File: src/rtl/core/dnt_pkg.sv
// ---------------------------------------------------------------------------
// Diatonic note transposer package
// Constants, scale tables, pipeline types and small helper functions.
// ---------------------------------------------------------------------------
package dnt_pkg;

   // Field widths.
   localparam int NOTE_W      = 7;
   localparam int OFFSET_W    = 8;
   localparam int KIND_W      = 4;
   localparam int ROOT_W      = 4;
   localparam int CSR_INDEX_W = 2;
   localparam int CSR_DATA_W  = 7;

   // Queue between the front and back parts, and the result queue.
   localparam int QUEUE_DEPTH = 8;
   localparam int QUEUE_PTR_W = 3;
   localparam int QUEUE_CNT_W = 4;
   localparam int OUT_DEPTH   = 4;
   localparam int OUT_PTR_W   = 2;
   localparam int OUT_CNT_W   = 3;

   // Most items the block can hold between input and result transfer.
   localparam int CAPACITY    = QUEUE_DEPTH + OUT_DEPTH;
   localparam int CAP_CNT_W   = 4;

   // Register indexes.
   localparam logic [CSR_INDEX_W-1:0] CSR_SCALE_KIND = 2'd0;
   localparam logic [CSR_INDEX_W-1:0] CSR_SCALE_ROOT = 2'd1;
   localparam logic [CSR_INDEX_W-1:0] CSR_BASE_NOTE  = 2'd2;

   localparam logic [NOTE_W-1:0] BASE_NOTE_RESET = 7'd60;

   // Pitch classes and division by the octave: n / 12 = (n * 43) >> 9 for n < 128.
   localparam logic [3:0] PC_LAST     = 4'd11;
   localparam logic [5:0] DIV12_MUL   = 6'd43;
   localparam int         DIV12_SHIFT = 9;

   // Division by the scale size: j / s = (j * recip) >> 12 for j < 128.
   localparam int RECIP_SHIFT = 12;

   // Scale type codes.
   localparam logic [KIND_W-1:0] KIND_MAJOR        = 4'd0;
   localparam logic [KIND_W-1:0] KIND_NAT_MINOR    = 4'd1;
   localparam logic [KIND_W-1:0] KIND_DORIAN       = 4'd2;
   localparam logic [KIND_W-1:0] KIND_MIXOLYDIAN   = 4'd3;
   localparam logic [KIND_W-1:0] KIND_LYDIAN       = 4'd4;
   localparam logic [KIND_W-1:0] KIND_PHRYGIAN     = 4'd5;
   localparam logic [KIND_W-1:0] KIND_LOCRIAN      = 4'd6;
   localparam logic [KIND_W-1:0] KIND_HARM_MINOR   = 4'd7;
   localparam logic [KIND_W-1:0] KIND_MEL_MINOR    = 4'd8;
   localparam logic [KIND_W-1:0] KIND_MAJ_PENTA    = 4'd9;
   localparam logic [KIND_W-1:0] KIND_MIN_PENTA    = 4'd10;
   localparam logic [KIND_W-1:0] KIND_BLUES        = 4'd11;
   localparam logic [KIND_W-1:0] KIND_WHOLE_TONE   = 4'd12;
   localparam logic [KIND_W-1:0] KIND_DIM_HALF     = 4'd13;
   localparam logic [KIND_W-1:0] KIND_DIM_WHOLE    = 4'd14;
   localparam logic [KIND_W-1:0] KIND_CHROMATIC    = 4'd15;

   // Scale settings derived from the registers.
   typedef struct packed {
      logic [11:0] pc_mask;   // absolute pitch classes in the scale
      logic [3:0]  size;      // notes per octave
      logic [9:0]  recip;     // reciprocal of size for the division
      logic [7:0]  count;     // notes on the ladder from 0 to 127
   } scale_cfg_type;

   // Item passed from the front part to the back part.
   typedef struct packed {
      logic [NOTE_W-1:0]          idx;
      logic signed [OFFSET_W-1:0] shift;
      logic                       last;
   } step_type;

   // Result item.
   typedef struct packed {
      logic [NOTE_W-1:0] note;
      logic              last;
   } rsp_type;

   // Interval set of each scale type, bit i meaning i semitones above the root.
   function automatic logic [11:0] scale_mask(input logic [KIND_W-1:0] kind);
      logic [11:0] mask;
      case (kind)
         KIND_MAJOR:      mask = 12'hAB5;
         KIND_NAT_MINOR:  mask = 12'h5AD;
         KIND_DORIAN:     mask = 12'h6AD;
         KIND_MIXOLYDIAN: mask = 12'h6B5;
         KIND_LYDIAN:     mask = 12'hAD5;
         KIND_PHRYGIAN:   mask = 12'h5AB;
         KIND_LOCRIAN:    mask = 12'h56B;
         KIND_HARM_MINOR: mask = 12'h9AD;
         KIND_MEL_MINOR:  mask = 12'hAAD;
         KIND_MAJ_PENTA:  mask = 12'h295;
         KIND_MIN_PENTA:  mask = 12'h4A9;
         KIND_BLUES:      mask = 12'h4E9;
         KIND_WHOLE_TONE: mask = 12'h555;
         KIND_DIM_HALF:   mask = 12'h6DB;
         KIND_DIM_WHOLE:  mask = 12'hB6D;
         KIND_CHROMATIC:  mask = 12'hFFF;
         default:         mask = 12'hAB5;
      endcase
      return mask;
   endfunction

   function automatic logic [3:0] count_ones12(input logic [11:0] v);
      logic [3:0] total;
      total = 4'd0;
      for (int i = 0; i < 12; i++) begin
         total = total + {3'b000, v[i]};
      end
      return total;
   endfunction

   // Members of the mask below pitch class r.
   function automatic logic [3:0] prefix_ones(input logic [11:0] mask, input logic [3:0] r);
      logic [11:0] below;
      for (int i = 0; i < 12; i++) begin
         below[i] = (4'(i) < r);
      end
      return count_ones12(mask & below);
   endfunction

   // Pitch class of the m-th member of the mask, counted from zero.
   function automatic logic [3:0] nth_member(input logic [11:0] mask, input logic [3:0] m);
      logic [3:0] pc;
      pc = 4'd0;
      for (int i = 0; i < 12; i++) begin
         if (mask[i] && (prefix_ones(mask, 4'(i)) == m)) begin
            pc = 4'(i);
         end
      end
      return pc;
   endfunction

   // Moves an interval set onto absolute pitch classes for a root of 0 to 11.
   function automatic logic [11:0] rotate_pc(input logic [11:0] mask, input logic [3:0] root);
      logic [23:0] wide;
      wide = {mask, mask} << root;
      return wide[23:12];
   endfunction

   // Rounded-up 4096 / size for the sizes that the scales have.
   function automatic logic [9:0] scale_recip(input logic [3:0] size);
      logic [9:0] recip;
      case (size)
         4'd5:    recip = 10'd820;
         4'd6:    recip = 10'd683;
         4'd7:    recip = 10'd586;
         4'd8:    recip = 10'd512;
         default: recip = 10'd342;
      endcase
      return recip;
   endfunction

endpackage

File: src/rtl/core/diatonic_note_transposer.sv
// ---------------------------------------------------------------------------
// Diatonic note transposer
// Places base note plus offset on the scale ladder of the configured root
// and scale type, then moves it by a number of scale degrees.
//
//   Channel   Ports                                  Transfer when
//   req       push full note_offset degree_shift     push and not full
//             last_in
//   rsp       empty pop out_note last_out            pop and not empty
//   csr       write index wdata                      write
//
// One item per cycle sustained unless the result side stalls. A result
// passes through four front stages, the step queue and two back stages
// ahead of the result queue.
// Reset is synchronous and empties both queues; the registers return to
// major, root 0 and base note 60.
// A stalled result side fills the result queue, then the step queue, and
// only then raises full.
// ---------------------------------------------------------------------------
module diatonic_note_transposer import dnt_pkg::*; (
   input  logic                          clock,
   input  logic                          reset,
   input  logic                          req_push,
   output logic                          req_full,
   input  logic signed [OFFSET_W-1:0]    req_note_offset,
   input  logic signed [OFFSET_W-1:0]    req_degree_shift,
   input  logic                          req_last_in,
   output logic                          rsp_empty,
   input  logic                          rsp_pop,
   output logic [NOTE_W-1:0]             rsp_out_note,
   output logic                          rsp_last_out,
   input  logic                          csr_write,
   input  logic [CSR_INDEX_W-1:0]        csr_index,
   input  logic [CSR_DATA_W-1:0]         csr_wdata
);

   logic [KIND_W-1:0]      scale_kind_ff, scale_kind_in;
   logic [ROOT_W-1:0]      scale_root_ff, scale_root_in;
   logic [NOTE_W-1:0]      base_note_ff, base_note_in;
   scale_cfg_type          cfg_ff, cfg_in;
   logic [ROOT_W-1:0]      root_pc;
   logic [11:0]            interval_mask;

   logic                   req_transfer;
   logic [2:0]             front_inflight;
   logic [QUEUE_CNT_W-1:0] queue_count;
   logic                   step_valid;
   step_type               front_step;
   step_type               queue_head;
   logic                   back_take;

   // Configuration register writes; unknown indexes are ignored.
   always_comb begin
      scale_kind_in = scale_kind_ff;
      scale_root_in = scale_root_ff;
      base_note_in  = base_note_ff;
      if (csr_write) begin
         case (csr_index)
            CSR_SCALE_KIND: scale_kind_in = csr_wdata[KIND_W-1:0];
            CSR_SCALE_ROOT: scale_root_in = csr_wdata[ROOT_W-1:0];
            CSR_BASE_NOTE:  base_note_in  = csr_wdata[NOTE_W-1:0];
            default:        ;
         endcase
      end
   end

   always_ff @(posedge clock) begin
      if (reset) begin
         scale_kind_ff <= KIND_MAJOR;
         scale_root_ff <= '0;
         base_note_ff  <= BASE_NOTE_RESET;
      end else begin
         scale_kind_ff <= scale_kind_in;
         scale_root_ff <= scale_root_in;
         base_note_ff  <= base_note_in;
      end
   end

   // Scale settings derived from the registers and held in a register of their own.
   always_comb begin
      root_pc        = (scale_root_ff > PC_LAST) ? scale_root_ff - 4'd12 : scale_root_ff;
      interval_mask  = scale_mask(scale_kind_ff);
      cfg_in.pc_mask = rotate_pc(interval_mask, root_pc);
      cfg_in.size    = count_ones12(interval_mask);
      cfg_in.recip   = scale_recip(cfg_in.size);
      // Ten whole octaves below 120, then the pitch classes of notes 120 to 127.
      cfg_in.count   = {1'b0, cfg_in.size, 3'b000} + {3'b000, cfg_in.size, 1'b0}
                     + {4'b0000, count_ones12(cfg_in.pc_mask & 12'h0FF)};
   end

   always_ff @(posedge clock) begin
      cfg_ff <= cfg_in;
   end

   // Input transfer: refused while the step queue could not hold every item in flight.
   assign req_full     = (queue_count + {1'b0, front_inflight}) >= QUEUE_CNT_W'(QUEUE_DEPTH);
   assign req_transfer = req_push && !req_full;

   dnt_front u_front (
      .clock        (clock),
      .reset        (reset),
      .cfg          (cfg_ff),
      .base_note    (base_note_ff),
      .accept       (req_transfer),
      .note_offset  (req_note_offset),
      .degree_shift (req_degree_shift),
      .last_in      (req_last_in),
      .step_valid   (step_valid),
      .step         (front_step),
      .inflight     (front_inflight)
   );

   dnt_queue u_queue (
      .clock     (clock),
      .reset     (reset),
      .push      (step_valid),
      .push_data (front_step),
      .pop       (back_take),
      .head      (queue_head),
      .count     (queue_count)
   );

   dnt_back u_back (
      .clock        (clock),
      .reset        (reset),
      .cfg          (cfg_ff),
      .has_step     (queue_count != '0),
      .step         (queue_head),
      .take         (back_take),
      .rsp_empty    (rsp_empty),
      .rsp_pop      (rsp_pop),
      .rsp_out_note (rsp_out_note),
      .rsp_last_out (rsp_last_out)
   );

endmodule

File: src/rtl/core/dnt_front.sv
// ---------------------------------------------------------------------------
// Note transposer front part
// Accepts items and locates the target note on the scale ladder, snapping
// it to the nearest ladder note. Four register stages, one item per cycle.
// ---------------------------------------------------------------------------
module dnt_front import dnt_pkg::*; (
   input  logic                       clock,
   input  logic                       reset,
   input  scale_cfg_type              cfg,
   input  logic [NOTE_W-1:0]          base_note,
   input  logic                       accept,
   input  logic signed [OFFSET_W-1:0] note_offset,
   input  logic signed [OFFSET_W-1:0] degree_shift,
   input  logic                       last_in,
   output logic                       step_valid,
   output step_type                   step,
   output logic [2:0]                 inflight
);

   // Stage 1: target note.
   logic                       v1_ff, v1_in;
   logic signed [9:0]          t1_ff, t1_in;
   logic signed [OFFSET_W-1:0] shift1_ff;
   logic                       last1_ff;

   // Stage 2: range flags and octave.
   logic                       v2_ff;
   logic                       lo2_ff, lo2_in;
   logic                       hi2_ff, hi2_in;
   logic [NOTE_W-1:0]          n2_ff;
   logic [3:0]                 q2_ff, q2_in;
   logic signed [OFFSET_W-1:0] shift2_ff;
   logic                       last2_ff;
   logic [12:0]                div_prod;

   // Stage 3: ladder position.
   logic                       v3_ff;
   logic [NOTE_W-1:0]          pos3_ff, pos3_in;
   logic                       on3_ff, on3_in;
   logic                       lower3_ff, lower3_in;
   logic                       lo3_ff, hi3_ff;
   logic signed [OFFSET_W-1:0] shift3_ff;
   logic                       last3_ff;
   logic [6:0]                 twelve_q;
   logic [6:0]                 pc_diff;
   logic [3:0]                 pc;
   logic [3:0]                 pc_below;
   logic [3:0]                 pc_above;
   logic [7:0]                 octave_base;
   logic [7:0]                 pos_sum;

   // Stage 4: ladder index.
   logic                       v4_ff;
   logic [NOTE_W-1:0]          idx4_ff, idx4_in;
   logic signed [OFFSET_W-1:0] shift4_ff;
   logic                       last4_ff;
   logic [7:0]                 count_m1;

   // Target note, wide enough for both ends of the offset range.
   always_comb begin
      v1_in = accept;
      t1_in = $signed({3'b000, base_note}) + $signed({{2{note_offset[7]}}, note_offset});
   end

   // Off the bottom, off the top, and the octave by reciprocal multiplication.
   always_comb begin
      lo2_in   = t1_ff[9];
      hi2_in   = !t1_ff[9] && (t1_ff[8:7] != 2'b00);
      div_prod = t1_ff[6:0] * DIV12_MUL;
      q2_in    = div_prod[12:DIV12_SHIFT];
   end

   // Count of ladder notes below the target and its neighbours in the scale.
   always_comb begin
      twelve_q    = {q2_ff, 3'b000} + {1'b0, q2_ff, 2'b00};
      pc_diff     = n2_ff - twelve_q;
      pc          = pc_diff[3:0];
      pc_below    = (pc == 4'd0) ? PC_LAST : pc - 4'd1;
      pc_above    = (pc == PC_LAST) ? 4'd0 : pc + 4'd1;
      octave_base = q2_ff * cfg.size;
      pos_sum     = octave_base + {4'b0000, prefix_ones(cfg.pc_mask, pc)};
      pos3_in     = pos_sum[NOTE_W-1:0];
      on3_in      = cfg.pc_mask[pc];
      // The gap is at most three semitones, so each neighbour is one or two away;
      // the lower one wins unless it is two away and the upper one is one away.
      lower3_in   = cfg.pc_mask[pc_below] || !cfg.pc_mask[pc_above];
   end

   // Ladder index, with snapping and clamping at the ladder ends.
   always_comb begin
      count_m1 = cfg.count - 8'd1;
      if (lo3_ff) begin
         idx4_in = '0;
      end else if (hi3_ff) begin
         idx4_in = count_m1[NOTE_W-1:0];
      end else if (on3_ff) begin
         idx4_in = pos3_ff;
      end else if (pos3_ff == '0) begin
         idx4_in = '0;
      end else if ({1'b0, pos3_ff} == cfg.count) begin
         idx4_in = count_m1[NOTE_W-1:0];
      end else if (lower3_ff) begin
         idx4_in = pos3_ff - 7'd1;
      end else begin
         idx4_in = pos3_ff;
      end
   end

   // Valid bits.
   always_ff @(posedge clock) begin
      if (reset) begin
         v1_ff <= 1'b0;
         v2_ff <= 1'b0;
         v3_ff <= 1'b0;
         v4_ff <= 1'b0;
      end else begin
         v1_ff <= v1_in;
         v2_ff <= v1_ff;
         v3_ff <= v2_ff;
         v4_ff <= v3_ff;
      end
   end

   // Payload stages.
   always_ff @(posedge clock) begin
      t1_ff     <= t1_in;
      shift1_ff <= degree_shift;
      last1_ff  <= last_in;

      lo2_ff    <= lo2_in;
      hi2_ff    <= hi2_in;
      n2_ff     <= t1_ff[6:0];
      q2_ff     <= q2_in;
      shift2_ff <= shift1_ff;
      last2_ff  <= last1_ff;

      pos3_ff   <= pos3_in;
      on3_ff    <= on3_in;
      lower3_ff <= lower3_in;
      lo3_ff    <= lo2_ff;
      hi3_ff    <= hi2_ff;
      shift3_ff <= shift2_ff;
      last3_ff  <= last2_ff;

      idx4_ff   <= idx4_in;
      shift4_ff <= shift3_ff;
      last4_ff  <= last3_ff;
   end

   assign step_valid = v4_ff;
   assign step.idx   = idx4_ff;
   assign step.shift = shift4_ff;
   assign step.last  = last4_ff;
   assign inflight   = {2'b00, v1_ff} + {2'b00, v2_ff} + {2'b00, v3_ff} + {2'b00, v4_ff};

endmodule

File: src/rtl/core/dnt_queue.sv
// ---------------------------------------------------------------------------
// Note transposer step queue
// Small first-in first-out queue that decouples the front and back parts.
// ---------------------------------------------------------------------------
module dnt_queue import dnt_pkg::*; (
   input  logic                   clock,
   input  logic                   reset,
   input  logic                   push,
   input  step_type               push_data,
   input  logic                   pop,
   output step_type               head,
   output logic [QUEUE_CNT_W-1:0] count
);

   step_type                entries_ff [QUEUE_DEPTH];
   logic [QUEUE_PTR_W-1:0]  wr_ptr_ff, wr_ptr_in;
   logic [QUEUE_PTR_W-1:0]  rd_ptr_ff, rd_ptr_in;
   logic [QUEUE_CNT_W-1:0]  count_ff, count_in;

   // Pointer and fill count update.
   always_comb begin
      wr_ptr_in = push ? wr_ptr_ff + 1'b1 : wr_ptr_ff;
      rd_ptr_in = pop ? rd_ptr_ff + 1'b1 : rd_ptr_ff;
      count_in  = count_ff + {{(QUEUE_CNT_W-1){1'b0}}, push}
                           - {{(QUEUE_CNT_W-1){1'b0}}, pop};
   end

   always_ff @(posedge clock) begin
      if (reset) begin
         wr_ptr_ff <= '0;
         rd_ptr_ff <= '0;
         count_ff  <= '0;
      end else begin
         wr_ptr_ff <= wr_ptr_in;
         rd_ptr_ff <= rd_ptr_in;
         count_ff  <= count_in;
      end
   end

   // Storage.
   always_ff @(posedge clock) begin
      if (push) begin
         entries_ff[wr_ptr_ff] <= push_data;
      end
   end

   assign head  = entries_ff[rd_ptr_ff];
   assign count = count_ff;

endmodule

File: src/rtl/core/dnt_back.sv
// ---------------------------------------------------------------------------
// Note transposer back part
// Moves the ladder index by the degree shift, turns the index back into a
// note number and holds finished results in a short result queue.
// ---------------------------------------------------------------------------
module dnt_back import dnt_pkg::*; (
   input  logic              clock,
   input  logic              reset,
   input  scale_cfg_type     cfg,
   input  logic              has_step,
   input  step_type          step,
   output logic              take,
   output logic              rsp_empty,
   input  logic              rsp_pop,
   output logic [NOTE_W-1:0] rsp_out_note,
   output logic              rsp_last_out
);

   // Stage 1: shifted and clamped index.
   logic              v1_ff;
   logic [NOTE_W-1:0] j1_ff, j1_in;
   logic              last1_ff;
   logic [9:0]        shifted;
   logic              below_zero;
   logic              past_top;
   logic [7:0]        count_m1;

   // Stage 2: octave of the index.
   logic              v2_ff;
   logic [NOTE_W-1:0] j2_ff;
   logic [4:0]        qs2_ff, qs2_in;
   logic              last2_ff;
   logic [16:0]       recip_prod;

   // Note number.
   logic [8:0]        qs_scaled;
   logic [8:0]        member_diff;
   logic [3:0]        member;
   logic [8:0]        twelve_qs;
   logic [8:0]        note_sum;
   rsp_type           result;

   // Result queue.
   rsp_type              rsp_q_ff [OUT_DEPTH];
   logic [OUT_PTR_W-1:0] rsp_wr_ff, rsp_wr_in;
   logic [OUT_PTR_W-1:0] rsp_rd_ff, rsp_rd_in;
   logic [OUT_CNT_W-1:0] rsp_cnt_ff, rsp_cnt_in;
   logic [OUT_CNT_W-1:0] reserved;
   logic                 rsp_transfer;

   // Take a step only when the result queue has a free place for it.
   always_comb begin
      reserved = rsp_cnt_ff + {{(OUT_CNT_W-1){1'b0}}, v1_ff}
                            + {{(OUT_CNT_W-1){1'b0}}, v2_ff};
      take     = has_step && (reserved < OUT_CNT_W'(OUT_DEPTH));
   end

   // Shift along the ladder and clamp to its ends.
   always_comb begin
      shifted    = {3'b000, step.idx} + {{2{step.shift[7]}}, step.shift};
      below_zero = shifted[9];
      past_top   = !shifted[9] && (shifted[8:0] >= {1'b0, cfg.count});
      count_m1   = cfg.count - 8'd1;
      if (below_zero) begin
         j1_in = '0;
      end else if (past_top) begin
         j1_in = count_m1[NOTE_W-1:0];
      end else begin
         j1_in = shifted[NOTE_W-1:0];
      end
   end

   // Octave of the index by reciprocal multiplication.
   always_comb begin
      recip_prod = j1_ff * cfg.recip;
      qs2_in     = recip_prod[16:RECIP_SHIFT];
   end

   // Scale member within the octave and the note number.
   always_comb begin
      qs_scaled   = qs2_ff * cfg.size;
      member_diff = {2'b00, j2_ff} - qs_scaled;
      member      = member_diff[3:0];
      twelve_qs   = {1'b0, qs2_ff, 3'b000} + {2'b00, qs2_ff, 2'b00};
      note_sum    = twelve_qs + {5'b00000, nth_member(cfg.pc_mask, member)};
      result.note = note_sum[NOTE_W-1:0];
      result.last = last2_ff;
   end

   // Result queue control.
   always_comb begin
      rsp_transfer = rsp_pop && (rsp_cnt_ff != '0);
      rsp_wr_in    = v2_ff ? rsp_wr_ff + 1'b1 : rsp_wr_ff;
      rsp_rd_in    = rsp_transfer ? rsp_rd_ff + 1'b1 : rsp_rd_ff;
      rsp_cnt_in   = rsp_cnt_ff + {{(OUT_CNT_W-1){1'b0}}, v2_ff}
                                - {{(OUT_CNT_W-1){1'b0}}, rsp_transfer};
   end

   // Control registers.
   always_ff @(posedge clock) begin
      if (reset) begin
         v1_ff      <= 1'b0;
         v2_ff      <= 1'b0;
         rsp_wr_ff  <= '0;
         rsp_rd_ff  <= '0;
         rsp_cnt_ff <= '0;
      end else begin
         v1_ff      <= take;
         v2_ff      <= v1_ff;
         rsp_wr_ff  <= rsp_wr_in;
         rsp_rd_ff  <= rsp_rd_in;
         rsp_cnt_ff <= rsp_cnt_in;
      end
   end

   // Payload registers.
   always_ff @(posedge clock) begin
      j1_ff    <= j1_in;
      last1_ff <= step.last;
      j2_ff    <= j1_ff;
      qs2_ff   <= qs2_in;
      last2_ff <= last1_ff;
      if (v2_ff) begin
         rsp_q_ff[rsp_wr_ff] <= result;
      end
   end

   assign rsp_empty    = (rsp_cnt_ff == '0);
   assign rsp_out_note = rsp_q_ff[rsp_rd_ff].note;
   assign rsp_last_out = rsp_q_ff[rsp_rd_ff].last;

endmodule

File: config.mk
export PLATFORM = sky130hd
export DESIGN_NAME = diatonic_note_transposer
export DESIGN_NICKNAME = d
export VERILOG_FILES = /design/src/rtl/core/dnt_pkg.sv /design/src/rtl/core/diatonic_note_transposer.sv /design/src/rtl/core/dnt_front.sv /design/src/rtl/core/dnt_queue.sv /design/src/rtl/core/dnt_back.sv
export SDC_FILE = /design/constraint.sdc
export NUM_CORES = 1
export LEC_CHECK = 0
export BUFFER_PORTS_ARGS = -buffer_cell sky130_fd_sc_hd__buf_4
export CAP_MARGIN = 20
export CORE_UTILIZATION = 50
export CTS_CLUSTER_SIZE = 12
export DETAILED_ROUTE_END_ITERATION = 10
export GPL_TIMING_DRIVEN = 0
export HOLD_SLACK_MARGIN = 0.08
export PLACE_DENSITY = 0.66
export SYNTH_ARGS = -nofsm -noshare
export SYNTH_HDL_FRONTEND = slang
export SYNTH_SLANG_ARGS = --single-unit
export TNS_END_PERCENT = 100
File: constraint.sdc
create_clock -name clock -period 7 [get_ports clock]
set_input_delay 0.35 -clock clock [delete_from_list [all_inputs] [get_ports clock]]
set_output_delay 0.35 -clock clock [all_outputs]
set_load 0.005 [all_outputs]
==> results of run 1 <==
## cell families after synthesis
group                    count (synthesis)
adder cells (fa/ha/maj)                263
AO/OA/AOI/OAI                          184
AND/OR/NAND/NOR                        322
multiplexers                           126
flip-flops                             336
XOR/XNOR                               125
buffers and inverters                  211
## flip-flops by register name, summed over array words and instances, names as in the netlist, 3 cells and up, named ones only
name / flops
base_note_ff: 7
cfg_ff: 31
interval_mask: 11
scale_kind_ff: 4
scale_root_ff: 4
u_back.j1_ff: 7
u_back.j2_ff: 4
u_back.qs2_ff: 5
u_back.rsp_cnt_ff: 3
u_back.rsp_q_ff: 32
u_front.idx4_ff: 7
u_front.n2_ff: 4
u_front.pos3_ff: 7
u_front.q2_ff: 4
u_front.shift1_ff: 8
u_front.shift2_ff: 8
u_front.shift3_ff: 8
u_front.shift4_ff: 8
u_front.t1_ff: 9
u_queue.count: 4
u_queue.entries_ff: 128
u_queue.rd_ptr_ff: 3
u_queue.wr_ptr_ff: 3
## cell usage in the layout (no fill, tap or decap), types with 23 or more instances in the layout
cell type | Yosys | final
a21o_1 | 27 | 27
a21oi_1 | 48 | 47
and2_1 | 47 | 47
buf_4 | 0 | 41
clkbuf_1 | 27 | 42
clkbuf_16 | 0 | 37
dfxtp_1 | 176 | 173
edfxtp_1 | 160 | 160
fa_1 | 79 | 79
ha_1 | 184 | 184
inv_1 | 172 | 172
mux2_2 | 23 | 23
mux2i_1 | 58 | 58
mux4_2 | 45 | 45
nand2_1 | 86 | 86
nand3_1 | 27 | 27
nor2_1 | 84 | 77
nor3_1 | 28 | 26
o21ai_0 | 37 | 37
xnor2_1 | 73 | 71
xor2_1 | 44 | 44
## path summary, 6_finish.rpt
path | cells after the start | end | startpoint | slack (ps)
worst max-delay path | 23 | u_back.rsp_q_ff[0][6] | cfg_ff[22] | 330
worst min-delay path | 3 | scale_root_ff[1] | csr_wdata[1] | 110
worst max register to register | 23 | u_back.rsp_q_ff[0][6] | cfg_ff[22] | 330
worst min register to register | 0 | u_front.shift4_ff[0] | u_front.shift3_ff[0] | 320
## cell type report
type,instances,area share [%]
clock buffer,55,4.84
tap,468,2.77
buffer,38,0.680
multi-input combinational,1020,45.9
sequential,336,39.4
clock inverter,9,0.509
inverter,173,3.07
timing repair buffer,65,2.81
## worst reg2reg max path, cell delays in order (launching register included)
cell	delay (ps)
dfxtp_2	370
fa_1	530
ha_1	230
fa_1	500
ha_1	370
ha_1	360
ha_1	370
ha_1	360
ha_1	350
ha_1	380
ha_1	230
xor3_1	240
a21oi_1	60
mux2i_1	170
nor2_2	70
nor2b_1	100
mux2_2	170
nor2b_4	150
o21bai_2	80
fa_1	490
ha_1	170
inv_1	50
fa_1	400
xnor2_2	190
## through the flow
step	setup TNS (ps)	instance area, sq um
4_1_cts	0	21100
5_1_grt	-106	21200
3_3_place_gp	0	19700
2_1_floorplan	0	18800
6_report	0	21200
3_5_place_dp	0	19800
## routing by layer
metal	up-vias	global-route usage, %	wire [microns]	share of wire (%)
li1	5645	-	-	-
met3	58	2.77	1440	4.0
met1	5613	26.1	16800	47
met5	-	0	0	0
met2	205	33.0	16800	47
met4	0	5.32	700	2.0
## repair_timing
| action | 4_1_cts | 5_1_grt |
|---|---|---|
| setup endpoints to repair | 0 | 12 |
| endpoints found under the hold margin | 17 | 0 |
| resized for setup | 0 | 8 |
| hold buffers | 15 | 0 |
==> metrics.cfg, run 1 <==
[outcome]
status=complete, no violations

[clocking]
cts_tree=built
cts-root-buf=clkbuf_16
post_cts.repair.setup_buffers=0
clock_sinks=336
clkSlewWorstSetupHoldPaths_ps=60
htree_levels=2
cts_buffer_depth=3
numCtsBuffers=36
clkLatencyLatePin_ps=530

[placement]
gp_congestion=0.891
dp_slack_ps=108
place_hpwl_microns=27000
io_buffers=40
placed_cells=2084

[finish]
regArea_sq_um=8330
drive_above_1_share_pct=11.4
diodes=0
multi_input_area_sq_um=9710
fin_nets=1964
synthToLayoutAreaGrowth_pct=12.6
n_fill_cell=3024
final_core_util_pct=57.5
instances_no_fill=2164

[floorplan]
initial_core_util_pct=51.1
core_area_sq_um=36800
die_w_microns=196
rows=70
dieArea_sq_um=38400
top_level_ports=41
die_h_microns=196

[grt]
grt_max_degree=14
overflow=0
antenna_found_initial=0
track_usage_pct=19.5
grt_pass1_wl_microns=59500
grt_pass1_vias=11900

[logic_synthesis]
synth_area_leader_cell=edfxtp_1
synth_edf_count=160
synth.cell_area_sq_um=18800
synth_xor_area_share_pct=6.44
synth_cell_types=55
synth_ff_type=dfxtp_1
avgSynthCellArea_sq_um=12.0
synth-compound-area-share_pct=6.29
ys_top_cells_by_area=edfxtp_1 26%, dfxtp_1 19%, ha_1 12%
yosysTopAreaCellShare_pct=25.6
yosysMostFrequentCell=ha_1
synthAdderAreaFrac_pct=20.7
ys_async_sr_fraction_pct=0
synth_seq_area_share_pct=44.3
synthCells=1567
syn_nets=1861
synth_warnings=0
synthTopCellsByCount=184 x ha_1, 176 x dfxtp_1, 172 x inv_1
synthMuxAreaShare_pct=9.86
ys_ff_latch=336
yosys.area_share.simple_pct=8.19
synth_top_family_by_area=adder cells

[run]
max_cap_viol_count=0

[detailed_routing]
firstDrtPassIters=5
ant_nets=0
drt_iter0_drc=661
wire_per_inst_microns=16.5
viasPerCell=5.32
drc_errors=0
vias=11500
wl_microns=35700

[critical_path]
critical_path_required_ps=7250
path_cells=fa_1, ha_1, fa_1, ha_1, ha_1, ha_1, ha_1, ha_1, ha_1, ha_1, xor3_1, a21oi_1, mux2i_1, nor2_2, nor2b_1, mux2_2, nor2b_4, o21bai_2, fa_1, ha_1, inv_1, fa_1, xnor2_2
path_delay_family=adder cells
worst_path_max_delay_cell=fa_1
startpoint_type=flop
cp.arrival_ps=6920
cp_max_fo=6
end_kind=flop
slowest_delay_ps=530
crit_buf_inv=1
cp_common_cell=ha_1
critPathKind=flop to flop

[timing]
holdWs_ps=114
slew-limit-headroom_pct=32.1
finalCritPeriodShare_pct=95.3
setup_violations=0
clock.fmax_ghz=0.150
post-route-min-period_ps=6670
hold_viol=0
worst_slack_ps=332
skew_ps=24.1
tightest_slew_ps=1010
slew_violations=0

[hold_path]
hold_path_class=input pin to flop

Power of run 1 is left out: the tool's default activity adds up to more than one toggle a clock period on the data nets, which glitch-free logic cannot reach.
==> inputs of run 2 (changes only) <==
--- a/config.mk
+++ b/config.mk
@@ -7,12 +7,14 @@
 export LEC_CHECK = 0
 export BUFFER_PORTS_ARGS = -buffer_cell sky130_fd_sc_hd__buf_4
 export CAP_MARGIN = 20
-export CORE_UTILIZATION = 50
+export CELL_PAD_IN_SITES_DETAIL_PLACEMENT = 1
+export CELL_PAD_IN_SITES_GLOBAL_PLACEMENT = 2
+export CORE_UTILIZATION = 44
 export CTS_CLUSTER_SIZE = 12
 export DETAILED_ROUTE_END_ITERATION = 10
 export GPL_TIMING_DRIVEN = 0
 export HOLD_SLACK_MARGIN = 0.08
-export PLACE_DENSITY = 0.66
+export PLACE_DENSITY_LB_ADDON = 0.1
 export SYNTH_ARGS = -nofsm -noshare
 export SYNTH_HDL_FRONTEND = slang
 export SYNTH_SLANG_ARGS = --single-unit
==> metrics.cfg, run 2 (synthesized netlist as in run 1, its figures left out) <==
[finish]
multi_input_area_sq_um=9720  ; +0.10%
drive_above_1_share_pct=11.8  ; +0.41 points
regArea_sq_um=8330  ; unchanged
largest_reg_flops=128  ; unchanged
layout.cells.most_common=ha_1
mostFrequentLayoutCells=183 x ha_1, 173 x dfxtp_1, 172 x inv_1, 160 x edfxtp_1, 86 x nand2_1
synthToLayoutAreaGrowth_pct=13.9
top_register=u_queue.entries_ff
fin_nets=1969  ; +0.25%
top_regs=u_queue.entries_ff: 128 flops, u_back.rsp_q_ff: 32 flops, cfg_ff: 31 flops
diodes=0  ; unchanged
n_fill_cell=4425  ; +46%

[timing]
rsz0062_at_grt=no
hold_viol=0  ; unchanged
finalCritPeriodShare_pct=94.6  ; -0.62 points
tns_ps=0  ; unchanged
tightest_slew_ps=993  ; -18.5 ps
slew_violations=0  ; unchanged
slew-limit-headroom_pct=33.8  ; +1.6 points
post-route-min-period_ps=6620  ; -43.7 ps
setup_violations=0  ; unchanged
skew_ps=24.2  ; +0.0967 ps
clock.fmax_ghz=0.151  ; +0.66%

[clocking]
clkSlewWorstSetupHoldPaths_ps=60  ; about the same
cts_tree=built
htree_levels=2  ; unchanged
post_cts.repair.setup_buffers=0  ; unchanged
clkLatencyLatePin_ps=560  ; +30 ps
cts_buffer_depth=3  ; unchanged
cts-root-buf=clkbuf_16
numCtsBuffers=38  ; +5.6%
clock_sinks=336  ; unchanged

[grt]
antenna_found_initial=0  ; unchanged
track_usage_pct=19.7  ; +0.22 points
grt_max_degree=14  ; unchanged
overflow=0  ; unchanged
grt_pass1_wl_microns=67600  ; +14%
grt_pass1_vias=12800  ; +7.7%

[critical_path]
cp.arrival_ps=6910  ; about the same
startpoint_type=flop
critical_path_required_ps=7280  ; +30 ps
end_kind=flop
r2r_slack_ps=380  ; +40 ps
critPathKind=flop to flop
cp_max_fo=6  ; unchanged

[detailed_routing]
wl_microns=41000  ; +15%
wire_per_inst_microns=18.3  ; +11%
vias=11700  ; +1.4%
viasPerCell=5.20  ; -2.2%
drt_iter0_drc=450  ; -32%
drc_errors=0  ; unchanged
firstDrtPassIters=4  ; -1
ant_nets=0  ; unchanged

[outcome]
status=complete, no violations

[floorplan]
top_level_ports=41  ; unchanged
core_area_sq_um=42000  ; +14%
dieArea_sq_um=43500  ; +13%
rows=75  ; +7.1%
initial_core_util_pct=44.7  ; -6.4 points
die_w_microns=209  ; +6.5%
die_h_microns=209  ; +6.5%

[placement]
io_buffers=40  ; unchanged
gp_congestion=0.832  ; -6.6%
place_hpwl_microns=31300  ; +16%

[run]
max_cap_viol_count=0  ; unchanged

[hold_path]
hold_path_class=input pin to flop

[run 2: cell count changes in the layout (fill, tap and decap cells not counted), moves of 2 or more]
cell,previous run,this run
buf_8,5,8
clkbuf_8,3,6
clkinv_2,3,1
clkinvlp_4,0,2
[run 2: layout make-up]
| class | instances | area share [%] |
|---|---|---|
| multi-input cells | 1020 | 45.5 |
| flip-flops and latches | 336 | 39.0 |
| clock inverters | 10 | 0.684 |
| inverters | 173 | 3.04 |
| clock buffers | 60 | 5.13 |
| repair buffers | 68 | 2.91 |
| well taps | 539 | 3.15 |
| plain buffers | 38 | 0.673 |
[run 2: per-layer routing]
| layer | up-vias | global-route usage, % | wire (microns) |
|---|---|---|---|
| met3 | 55 | 2.65 | 1260 |
| met2 | 135 | 34.0 | 20000 |
| met1 | 5828 | 26.0 | 19100 |
| li1 | 5661 | - | - |
| met4 | 0 | 5.15 | 707 |
| met5 | - | 0 | 0 |
[run 2: final timing paths]
kind,startpoint,cells past startpoint,to
max,cfg_ff[22],23,u_back.rsp_q_ff[2][7]
min,csr_wdata[4],4,base_note_ff[4]
max reg2reg,cfg_ff[22],23,u_back.rsp_q_ff[2][7]
min reg2reg,u_front.shift3_ff[2],0,u_front.shift4_ff[2]
[run 2: worst max-delay path, stage by stage (launching register included)]
cell,delay (ps)
dfxtp_2,360
fa_1,520
ha_1,230
fa_1,510
ha_1,370
ha_1,390
ha_4,290
ha_1,350
ha_1,360
ha_1,370
ha_1,230
xor3_1,230
a21oi_1,140
mux2i_1,80
nor2_1,130
nor2b_1,60
mux2_2,270
nor2b_4,130
o21bai_2,180
fa_1,450
ha_1,230
a21o_1,190
a21oi_2,190
xnor2_2,120
[run 2: what timing repair did]
action / 4_1_cts / 5_1_grt
endpoints found under the hold margin: 18 / 0
hold buffers: 16 / 0
setup endpoints to repair: 0 / 12
gates resized for setup: 0 / 8
[run 2: per-stage QoR]
step	hold WS, ps	std cells	setup WS (ps)	area (sq um)	util, %
after CTS	101	2241	69.1	21300	50.7
after detailed placement	313	2155	110	19900	47.4
after global routing	165	2244	65.9	21400	50.9
final	118	2244	375	21400	50.9
after floorplan	310	1567	716	18800	-
after global placement	310	2146	153	19800	47.0
Power of run 2 is left out for the same reason.
